File: src/design/rstat_pkg.sv
`timescale 1ns / 1ps
package rstat_pkg;

  localparam int SAMPLE_W = 24;
  localparam int RESULT_W = 34;
  localparam int MODE_W   = 3;
  localparam int CNT_W    = 11;
  localparam int SUM_W    = 34;
  localparam int SQ_W     = 57;
  // Signed accumulator for count*squares - sum*sum.
  localparam int ACC_W    = 68;
  // Dividend and divisor widths of the shared restoring divider.
  localparam int DVD_W    = 67;
  localparam int DVS_W    = 21;
  // Radicand width of the bit-serial square root.
  localparam int ROOT_W   = 48;
  localparam int ITER_W   = 7;
  localparam int COUNT_SHIFT = 12;

  localparam int MA_STEPS   = CNT_W;
  localparam int MB_STEPS   = SUM_W;
  localparam int DIV_STEPS  = DVD_W;
  localparam int SQRT_STEPS = ROOT_W / 2;

  localparam logic [MODE_W-1:0] MODE_AVG   = 3'd0;
  localparam logic [MODE_W-1:0] MODE_MIN   = 3'd1;
  localparam logic [MODE_W-1:0] MODE_MAX   = 3'd2;
  localparam logic [MODE_W-1:0] MODE_SUM   = 3'd3;
  localparam logic [MODE_W-1:0] MODE_COUNT = 3'd4;
  localparam logic [MODE_W-1:0] MODE_STDEV = 3'd5;

  typedef enum logic [3:0] {
    OP_NOP,
    OP_LOAD_MA,
    OP_STEP_MA,
    OP_LOAD_MB,
    OP_STEP_MB,
    OP_LOAD_DIV_VAR,
    OP_LOAD_DIV_AVG,
    OP_STEP_DIV,
    OP_LOAD_SQRT,
    OP_STEP_SQRT,
    OP_RESULT
  } rstat_op_e;

  typedef enum logic [2:0] {
    SEL_ZERO,
    SEL_QUO,
    SEL_MIN,
    SEL_MAX,
    SEL_SUM,
    SEL_COUNT,
    SEL_ROOT
  } rstat_sel_e;

  typedef struct packed {
    logic signed [SAMPLE_W-1:0] sample;
    logic                       usable;
    logic                       last;
  } rstat_in_t;

  typedef struct packed {
    logic signed [RESULT_W-1:0] result;
    logic                       empty_res;
  } rstat_out_t;

  typedef struct packed {
    logic       take;
    rstat_op_e  op;
    rstat_sel_e sel;
  } rstat_cmd_t;

  typedef struct packed {
    logic empty;
    logic acc_neg;
  } rstat_stat_t;

endpackage

File: src/design/rstat_dp.sv
`timescale 1ns / 1ps
module rstat_dp #(
  parameter int MAX_SAMPLES = 1024
) (
  input  logic                   clk_i,
  input  logic                   rst_ni,
  input  rstat_pkg::rstat_cmd_t  cmd_i,
  input  rstat_pkg::rstat_in_t   in_data_i,
  output rstat_pkg::rstat_stat_t stat_o,
  output rstat_pkg::rstat_out_t  out_data_o
);
  import rstat_pkg::*;

  logic [CNT_W-1:0]           count_q, count_d;
  logic signed [SUM_W-1:0]    sum_q, sum_d;
  logic [SQ_W-1:0]            sq_q, sq_d;
  logic signed [SAMPLE_W-1:0] min_q, min_d;
  logic signed [SAMPLE_W-1:0] max_q, max_d;

  logic [SAMPLE_W-1:0]   smag;
  logic [2*SAMPLE_W-1:0] ssq;
  logic                  take_ok;
  logic                  first;

  logic signed [ACC_W-1:0] acc_q;
  logic [ACC_W-1:0]        mcand_q;
  logic [SUM_W-1:0]        mplier_q;
  logic [SUM_W-1:0]        sum_mag;
  logic [2*CNT_W-1:0]      nsq;

  logic [DVD_W-1:0] quo_q;
  logic [DVS_W-1:0] rem_q;
  logic [DVS_W-1:0] dvs_q;
  logic             neg_q;
  logic [DVS_W:0]   div_shift;
  logic [DVS_W:0]   div_diff;
  logic             div_ge;

  logic [ROOT_W-1:0] x_q, root_q, bit_q;
  logic [ROOT_W-1:0] sq_trial;
  logic              sq_ge;

  logic signed [RESULT_W-1:0] quo_res;
  logic signed [RESULT_W-1:0] res_val;
  rstat_out_t                 out_q;

  // Accumulates one usable sample per cycle, up to MAX_SAMPLES, on taken requests.
  assign smag    = in_data_i.sample[SAMPLE_W-1] ? $unsigned(-in_data_i.sample)
                                                : $unsigned(in_data_i.sample);
  assign ssq     = smag * smag;
  assign first   = (count_q == '0);
  assign take_ok = cmd_i.take && in_data_i.usable && (count_q < CNT_W'(MAX_SAMPLES));

  always_comb begin
    count_d = count_q;
    sum_d   = sum_q;
    sq_d    = sq_q;
    min_d   = min_q;
    max_d   = max_q;
    if (cmd_i.op == OP_RESULT) begin
      count_d = '0;
      sum_d   = '0;
      sq_d    = '0;
      min_d   = '0;
      max_d   = '0;
    end else if (take_ok) begin
      count_d = count_q + CNT_W'(1);
      sum_d   = sum_q + SUM_W'(in_data_i.sample);
      sq_d    = sq_q + SQ_W'(ssq);
      if (first || in_data_i.sample < min_q) begin
        min_d = in_data_i.sample;
      end
      if (first || in_data_i.sample > max_q) begin
        max_d = in_data_i.sample;
      end
    end
  end

  always_ff @(posedge clk_i or negedge rst_ni) begin
    if (!rst_ni) begin
      count_q <= '0;
      sum_q   <= '0;
      sq_q    <= '0;
      min_q   <= '0;
      max_q   <= '0;
    end else begin
      count_q <= count_d;
      sum_q   <= sum_d;
      sq_q    <= sq_d;
      min_q   <= min_d;
      max_q   <= max_d;
    end
  end

  // End-of-run engine: shift-add multiplier, restoring divider, bit-serial root.
  assign sum_mag   = sum_q[SUM_W-1] ? $unsigned(-sum_q) : $unsigned(sum_q);
  assign nsq       = count_q * count_q;
  assign div_shift = {rem_q, quo_q[DVD_W-1]};
  assign div_ge    = (div_shift >= {1'b0, dvs_q});
  assign div_diff  = div_shift - {1'b0, dvs_q};
  assign sq_trial  = root_q + bit_q;
  assign sq_ge     = (x_q >= sq_trial);

  always_ff @(posedge clk_i) begin
    case (cmd_i.op)
      OP_LOAD_MA: begin
        acc_q    <= '0;
        mcand_q  <= ACC_W'(sq_q);
        mplier_q <= SUM_W'(count_q);
      end
      OP_STEP_MA: begin
        if (mplier_q[0]) begin
          acc_q <= acc_q + $signed(mcand_q);
        end
        mcand_q  <= mcand_q << 1;
        mplier_q <= mplier_q >> 1;
      end
      OP_LOAD_MB: begin
        mcand_q  <= ACC_W'(sum_mag);
        mplier_q <= sum_mag;
      end
      OP_STEP_MB: begin
        if (mplier_q[0]) begin
          acc_q <= acc_q - $signed(mcand_q);
        end
        mcand_q  <= mcand_q << 1;
        mplier_q <= mplier_q >> 1;
      end
      OP_LOAD_DIV_VAR: begin
        quo_q <= acc_q[DVD_W-1:0];
        rem_q <= '0;
        dvs_q <= nsq[DVS_W-1:0];
      end
      OP_LOAD_DIV_AVG: begin
        quo_q <= DVD_W'(sum_mag);
        rem_q <= '0;
        dvs_q <= DVS_W'(count_q);
        neg_q <= sum_q[SUM_W-1];
      end
      OP_STEP_DIV: begin
        quo_q <= {quo_q[DVD_W-2:0], div_ge};
        rem_q <= div_ge ? div_diff[DVS_W-1:0] : div_shift[DVS_W-1:0];
      end
      OP_LOAD_SQRT: begin
        x_q    <= quo_q[ROOT_W-1:0];
        root_q <= '0;
        bit_q  <= ROOT_W'(1) << (ROOT_W - 2);
      end
      OP_STEP_SQRT: begin
        if (sq_ge) begin
          x_q    <= x_q - sq_trial;
          root_q <= (root_q >> 1) + bit_q;
        end else begin
          root_q <= root_q >> 1;
        end
        bit_q <= bit_q >> 2;
      end
      default: begin
      end
    endcase
  end

  // Result selection into the output register.
  assign quo_res = $signed(quo_q[RESULT_W-1:0]);

  always_comb begin
    case (cmd_i.sel)
      SEL_QUO:   res_val = neg_q ? -quo_res : quo_res;
      SEL_MIN:   res_val = RESULT_W'(min_q);
      SEL_MAX:   res_val = RESULT_W'(max_q);
      SEL_SUM:   res_val = RESULT_W'(sum_q);
      SEL_COUNT: res_val = $signed(RESULT_W'(count_q) << COUNT_SHIFT);
      SEL_ROOT:  res_val = $signed(root_q[RESULT_W-1:0]);
      default:   res_val = '0;
    endcase
  end

  always_ff @(posedge clk_i) begin
    if (cmd_i.op == OP_RESULT) begin
      out_q.result    <= res_val;
      out_q.empty_res <= first;
    end
  end

  assign out_data_o     = out_q;
  assign stat_o.empty   = first;
  assign stat_o.acc_neg = acc_q[ACC_W-1];

endmodule

File: src/design/rstat_ctrl.sv
`timescale 1ns / 1ps
module rstat_ctrl (
  input  logic                        clk_i,
  input  logic                        rst_ni,
  input  logic                        in_valid_i,
  input  logic                        in_last_i,
  output logic                        in_ready_o,
  output logic                        out_valid_o,
  input  logic                        out_ready_i,
  input  logic                        cfg_we_i,
  input  logic [rstat_pkg::MODE_W-1:0] cfg_wdata_i,
  input  rstat_pkg::rstat_stat_t      stat_i,
  output rstat_pkg::rstat_cmd_t       cmd_o
);
  import rstat_pkg::*;

  localparam logic [2:0] ST_ACC   = 3'd0;
  localparam logic [2:0] ST_START = 3'd1;
  localparam logic [2:0] ST_MUL_A = 3'd2;
  localparam logic [2:0] ST_MUL_B = 3'd3;
  localparam logic [2:0] ST_CHECK = 3'd4;
  localparam logic [2:0] ST_DIV   = 3'd5;
  localparam logic [2:0] ST_SQRT  = 3'd6;
  localparam logic [2:0] ST_DONE  = 3'd7;

  logic [2:0]        state_q, state_d;
  logic [ITER_W-1:0] cnt_q, cnt_d;
  rstat_sel_e        sel_q, sel_d;
  logic [MODE_W-1:0] mode_q;
  logic              out_valid_q, out_valid_d;
  logic              take;
  rstat_op_e         op;

  assign in_ready_o = (state_q == ST_ACC);
  assign take       = in_valid_i && in_ready_o;

  always_comb begin
    state_d = state_q;
    cnt_d   = cnt_q;
    sel_d   = sel_q;
    op      = OP_NOP;
    case (state_q)
      ST_ACC: begin
        if (take && in_last_i) begin
          state_d = ST_START;
        end
      end
      ST_START: begin
        cnt_d   = '0;
        state_d = ST_DONE;
        if (stat_i.empty) begin
          sel_d = SEL_ZERO;
        end else begin
          case (mode_q)
            MODE_AVG: begin
              op      = OP_LOAD_DIV_AVG;
              state_d = ST_DIV;
            end
            MODE_MIN:   sel_d = SEL_MIN;
            MODE_MAX:   sel_d = SEL_MAX;
            MODE_SUM:   sel_d = SEL_SUM;
            MODE_COUNT: sel_d = SEL_COUNT;
            MODE_STDEV: begin
              op      = OP_LOAD_MA;
              state_d = ST_MUL_A;
            end
            default:    sel_d = SEL_ZERO;
          endcase
        end
      end
      ST_MUL_A: begin
        if (cnt_q == ITER_W'(MA_STEPS)) begin
          op      = OP_LOAD_MB;
          cnt_d   = '0;
          state_d = ST_MUL_B;
        end else begin
          op    = OP_STEP_MA;
          cnt_d = cnt_q + ITER_W'(1);
        end
      end
      ST_MUL_B: begin
        if (cnt_q == ITER_W'(MB_STEPS)) begin
          cnt_d   = '0;
          state_d = ST_CHECK;
        end else begin
          op    = OP_STEP_MB;
          cnt_d = cnt_q + ITER_W'(1);
        end
      end
      ST_CHECK: begin
        if (stat_i.acc_neg) begin
          sel_d   = SEL_ZERO;
          state_d = ST_DONE;
        end else begin
          op      = OP_LOAD_DIV_VAR;
          state_d = ST_DIV;
        end
      end
      ST_DIV: begin
        if (cnt_q == ITER_W'(DIV_STEPS)) begin
          cnt_d = '0;
          if (mode_q == MODE_AVG) begin
            sel_d   = SEL_QUO;
            state_d = ST_DONE;
          end else begin
            op      = OP_LOAD_SQRT;
            state_d = ST_SQRT;
          end
        end else begin
          op    = OP_STEP_DIV;
          cnt_d = cnt_q + ITER_W'(1);
        end
      end
      ST_SQRT: begin
        if (cnt_q == ITER_W'(SQRT_STEPS)) begin
          sel_d   = SEL_ROOT;
          state_d = ST_DONE;
        end else begin
          op    = OP_STEP_SQRT;
          cnt_d = cnt_q + ITER_W'(1);
        end
      end
      ST_DONE: begin
        if (!out_valid_q || out_ready_i) begin
          op      = OP_RESULT;
          state_d = ST_ACC;
        end
      end
      default: state_d = ST_ACC;
    endcase
  end

  always_comb begin
    if (op == OP_RESULT) begin
      out_valid_d = 1'b1;
    end else if (out_ready_i) begin
      out_valid_d = 1'b0;
    end else begin
      out_valid_d = out_valid_q;
    end
  end

  always_ff @(posedge clk_i or negedge rst_ni) begin
    if (!rst_ni) begin
      state_q     <= ST_ACC;
      cnt_q       <= '0;
      sel_q       <= SEL_ZERO;
      mode_q      <= MODE_AVG;
      out_valid_q <= 1'b0;
    end else begin
      state_q     <= state_d;
      cnt_q       <= cnt_d;
      sel_q       <= sel_d;
      out_valid_q <= out_valid_d;
      if (cfg_we_i) begin
        mode_q <= cfg_wdata_i;
      end
    end
  end

  assign cmd_o.take = take;
  assign cmd_o.op   = op;
  assign cmd_o.sel  = sel_q;
  assign out_valid_o = out_valid_q;

endmodule

File: src/design/rollup_statistics.sv
`timescale 1ns / 1ps
// Throughput: one sample request per cycle within a run; the request port closes from a last
// request until its result is in the output register.
// After a last request, min, max, sum, count and empty runs go straight to the result;
// average uses the 67-step divider and deviation the shift-add multiplier, divider
// and 24-step square root, all on one serial engine.
// Reset clears the running statistics, sets the mode to average and drops any pending result.
module rollup_statistics #(
  parameter int MAX_SAMPLES = 1024
) (
  input  logic                         clk_i,
  input  logic                         rst_ni,
  input  logic                         in_valid_i,
  output logic                         in_ready_o,
  input  rstat_pkg::rstat_in_t         in_data_i,
  output logic                         out_valid_o,
  input  logic                         out_ready_i,
  output rstat_pkg::rstat_out_t        out_data_o,
  input  logic                         cfg_we_i,
  input  logic [rstat_pkg::MODE_W-1:0] cfg_wdata_i
);
  import rstat_pkg::*;

  // The controller sequences the end-of-run arithmetic; the datapath holds the
  // running statistics, the shared serial engine and the output register. A
  // finished result waits in that register while the next run is accumulated.
  rstat_cmd_t  cmd;
  rstat_stat_t stat;

  rstat_ctrl u_ctrl (
    .clk_i       (clk_i),
    .rst_ni      (rst_ni),
    .in_valid_i  (in_valid_i),
    .in_last_i   (in_data_i.last),
    .in_ready_o  (in_ready_o),
    .out_valid_o (out_valid_o),
    .out_ready_i (out_ready_i),
    .cfg_we_i    (cfg_we_i),
    .cfg_wdata_i (cfg_wdata_i),
    .stat_i      (stat),
    .cmd_o       (cmd)
  );

  // Samples beyond MAX_SAMPLES usable ones in a run are dropped in the datapath;
  // the last request still closes the run.
  rstat_dp #(
    .MAX_SAMPLES (MAX_SAMPLES)
  ) u_dp (
    .clk_i      (clk_i),
    .rst_ni     (rst_ni),
    .cmd_i      (cmd),
    .in_data_i  (in_data_i),
    .stat_o     (stat),
    .out_data_o (out_data_o)
  );

`ifndef ASSERT_OFF
  // A last request closes the request port on the next cycle.
  a_last_closes: assert property (@(posedge clk_i) disable iff (!rst_ni)
    in_valid_i && in_ready_o && in_data_i.last |=> !in_ready_o)
    else $error("request port still open after a last request");

  // A new result only appears right after the request port was closed.
  a_result_after_run: assert property (@(posedge clk_i) disable iff (!rst_ni)
    $rose(out_valid_o) |-> !$past(in_ready_o))
    else $error("result appeared without a finished run");

  // An empty run always reports a zero result.
  a_empty_zero: assert property (@(posedge clk_i) disable iff (!rst_ni)
    out_valid_o && out_data_o.empty_res |-> out_data_o.result == '0)
    else $error("empty run gave a non-zero result");
`endif

endmodule
File: config.mk
export PLATFORM = sky130hd
export DESIGN_NAME = rollup_statistics
export DESIGN_NICKNAME = d
export VERILOG_FILES = /design/src/design/rstat_pkg.sv /design/src/design/rstat_dp.sv /design/src/design/rstat_ctrl.sv /design/src/design/rollup_statistics.sv
export SDC_FILE = /design/constraint.sdc
export NUM_CORES = 2
export LEC_CHECK = 0
export BUFFER_PORTS_ARGS = -buffer_cell sky130_fd_sc_hd__buf_2
export CAP_MARGIN = 25
export CORE_AREA = 2 2 401 403
export CTS_BUF_LIST = sky130_fd_sc_hd__clkbuf_4
export DETAILED_ROUTE_END_ITERATION = 10
export DIE_AREA = 0 0 403 405
export PLACE_DENSITY_LB_ADDON = 0.2
export SLEW_MARGIN = 20
export SYNTH_ARGS = -nofsm -noshare
export SYNTH_HDL_FRONTEND = slang
export SYNTH_SLANG_ARGS = --single-unit
File: constraint.sdc
create_clock -name clk_i -period 11 [get_ports clk_i]
set_clock_uncertainty 0.05 [all_clocks]
set_input_delay 2.2 -clock clk_i [delete_from_list [all_inputs] [get_ports clk_i]]
set_output_delay 2.2 -clock clk_i [all_outputs]
set_load 0.05 [all_outputs]
==> reports/metrics.yaml <==
wl_per_cell_um: 21.3
synth_top_area_share_pct: 20.6
cp_slowest_stage_delay_ns: 0.72
fin_crit_ns: 10.25
fillers: 15800
ant_nets: 0
critPathBufInv: 12
rsz0062_at_grt: "false"
worstSkewPairLatency_ns: 1.22
hold_buffers: 0
drtIter0Drc: 3783
rrSetupSlack_ns: 3.32
setup_ws_ns: 0.750
clock-sinks: 602
antenna_found_initial: 11
num_io_pins: 71
dr_total_vias: 52000
cts_made_buffers: 178
critPathArrivalTime_ns: 11.26
syn2layout_area_growth_pct: 10.6
regArea_sq_um: 17200
finalSetupViolCount: 0
cap_viol_max_count: 0
crit-reg2reg-launch: "u_dp.root_q[2]"
cpMostUsedCell: "fa_1"
clk_path_buf_depth: 3
hp-class: "reg -> reg"
endpoint_kind: "flip-flop"
syn_inst: 6978
die_area_sq_um: 163000
synth_flop_cell: "edfxtp_1"
slew_headroom_pct: 32.0
synth-edff-count: 435
gp_congestion: 0.928
initial_core_util_pct: 39.7
grt_pass1_wl_mm: 312
totalWireLength_mm: 202
critPathRequiredTime_ns: 12.01
finalMaxSlewViolations: 0
startpoint: "in_data_i[9]"
cts-resized-gates: 0
synth.distinct_cells: 85
min_from: "u_dp.mplier_q[6]"
cts_tree: "yes"
worst_pin_slew_ns: 1.02
grtUsageTotal_pct: 24.9
viasPerCell: 5.48
finalHoldViolCount: 0
synthTopCellsByArea: "edfxtp_1 21%, fa_1 17%, ha_1 10%, dfrtp_1 6.6%, inv_1 5.6%"
critPathSlowestCell: "a2111oi_0"
clk_pin_slew_ns: 0.07
critical_path.startpoint_type: "primary input"
path_class: "in -> reg"
status: "finished, final reports clean"
dpl.hpwl_mm: 161
drt-pass1-iter-count: 5
drive_gt1_share_pct: 10.5
die_h_um: 405
overflow: 0
cts_setup_buffers: 0
portBuffers: 70
drcViolationCount: 0
max_freq_mhz: 97.6
h-tree-depth: 4
core_area_sq_um: 159000
yosysMostFrequentCell: "inv_1"
rows: 147
grt_max_degree: 104
synth_area_per_cell_sq_um: 9.07
ys_ff_latch: 602
place_ws_ns: -0.320
period_share_pct: 93.2
cts_root_buf: "clkbuf_4"
yosys-top-cells-count: "937 x inv_1, 733 x nand2_1, 541 x fa_1, 526 x nor2_1, 504 x ha_1"
synth.cell_area_sq_um: 63300
critPathTopFamily: "adder cells"
async_reset_ff_share_pct: 27.7
die_width_um: 403
multi_input_area_sq_um: 41600
final_nets: 8318
synth_area_leader_cell: "edfxtp_1"
synth_seq_area_share_pct: 27.2
grt_pass1_vias: 52600
crit_fanout: 9
yosys_warnings: 0
## routing by layer
metal / GRT usage (%) / share of wire (%) / up-vias
met1: 33.0 / 44 / 25900
li1: - / - / 24400
met4: 7.41 / 2.8 / 0
met2: 42.2 / 48 / 1373
met3: 3.56 / 5.2 / 289
met5: 0 / 0 / -
## worst paths after layout
| check | cells past startpoint | to |
|---|---|---|
| max in group asynchronous | 2 | u_dp.sq_q[29] |
| setup reg to reg | 22 | u_dp.x_q[6] |
| min in group asynchronous | 1 | u_dp.min_q[8] |
| hold reg to reg | 1 | u_dp.mplier_q[5] |
| hold / removal | 1 | u_dp.mplier_q[5] |
| setup / recovery | 36 | u_dp.sq_q[43] |
## worst register-to-register path, cell delays in order (launching register included)
cell and delay [ns]:
edfxtp_1 0.51, ha_1 0.37, a31oi_1 0.35, a211oi_1 0.21, a211oi_1 0.40, a21oi_1 0.15
o21a_1 0.22, nor2_1 0.24, o21bai_1 0.15, a31oi_1 0.25, xor2_1 0.11, ha_1 0.41
and3_1 0.28, nand2_1 0.09, nor4_1 0.41, nand3_1 0.12, o21ai_0 0.50, o311ai_1 0.30
a21oi_4 0.20, buf_4 0.55, inv_1 0.56, a21boi_4 0.26, buf_4 0.57
## flip-flops by register name (all words and copies together) (netlist names), 21 cells and up
| register | flops |
|---|---|
| u_dp.mcand_q | 68 |
| u_dp.out_data_o | 35 |
| u_dp.dvs_q | 21 |
| u_dp.max_q | 24 |
| u_dp.root_q | 48 |
| u_dp.sum_q | 34 |
| u_dp.min_q | 24 |
| u_dp.quo_q | 67 |
| u_dp.sq_q | 57 |
| u_dp.acc_q | 68 |
| u_dp.mplier_q | 34 |
| u_dp.x_q | 48 |
| u_dp.bit_q | 24 |
| u_dp.rem_q | 21 |
## logic make-up after synthesis
group / after synthesis / synth area share (%)
other cells: 2 / 0.0119
buf+inv: 1254 / 7.47
fa+ha+maj: 1045 / 27.1
compound gates: 1508 / 15.4
flops: 602 / 27.2
simple gates: 1981 / 14.4
mux: 122 / 1.99
xor+xnor: 464 / 6.42
## per-stage QoR
step / instance area, sq um / utilization [%] / instances / hold WS, ns / TNS [ns]
3_5_place_dp: 67600 / 42.5 / 9142 / 0.440 / -2.06
4_1_cts: 69900 / 43.9 / 9462 / 0.440 / 0
5_1_grt: 70000 / 43.9 / 9475 / 0.477 / 0
2_1_floorplan: 63400 / - / 6996 / 0.373 / 0
6_report: 70000 / 43.9 / 9477 / 0.449 / 0
3_3_place_gp: 67600 / 42.5 / 9142 / 0.436 / -1.20
## layout make-up
cell class,instances,area share (%)
diodes,12,0.0429
flip-flops and latches,602,24.6
repair buffers,368,3.82
clock inverters,56,0.404
multi-input cells,5140,59.4
clock buffers,264,2.83
well taps,2086,3.73
inverters,949,5.10
## cell usage in the layout (no fill, tap or decap), types with 28 or more instances in the layout
cell and n:
buf_2 69, clkinv_1 44, o211ai_1 28, nand3_1 174, mux2i_1 93, clkbuf_4 264, nor2b_1 47, a211oi_1 47
a21o_1 165, xor2_1 241, o21a_1 53, a31oi_1 61, mux2_2 29, nand2_1 731, o221ai_1 46, nor3_1 71
nand4_1 80, edfxtp_1 435, fa_1 541, ha_1 504, o21bai_1 49, buf_4 291, dfrtp_1 165, and2_1 94
a221o_1 42, and3_1 40, a21oi_1 359, o31ai_1 66, nand2b_1 55, nor2_1 523, inv_1 935, o21ai_0 387
xnor2_1 219, or3_1 29, a22o_1 35
Power is not shown: default switching activity piles up to over one toggle a cycle in this logic, so the estimate is an artifact.
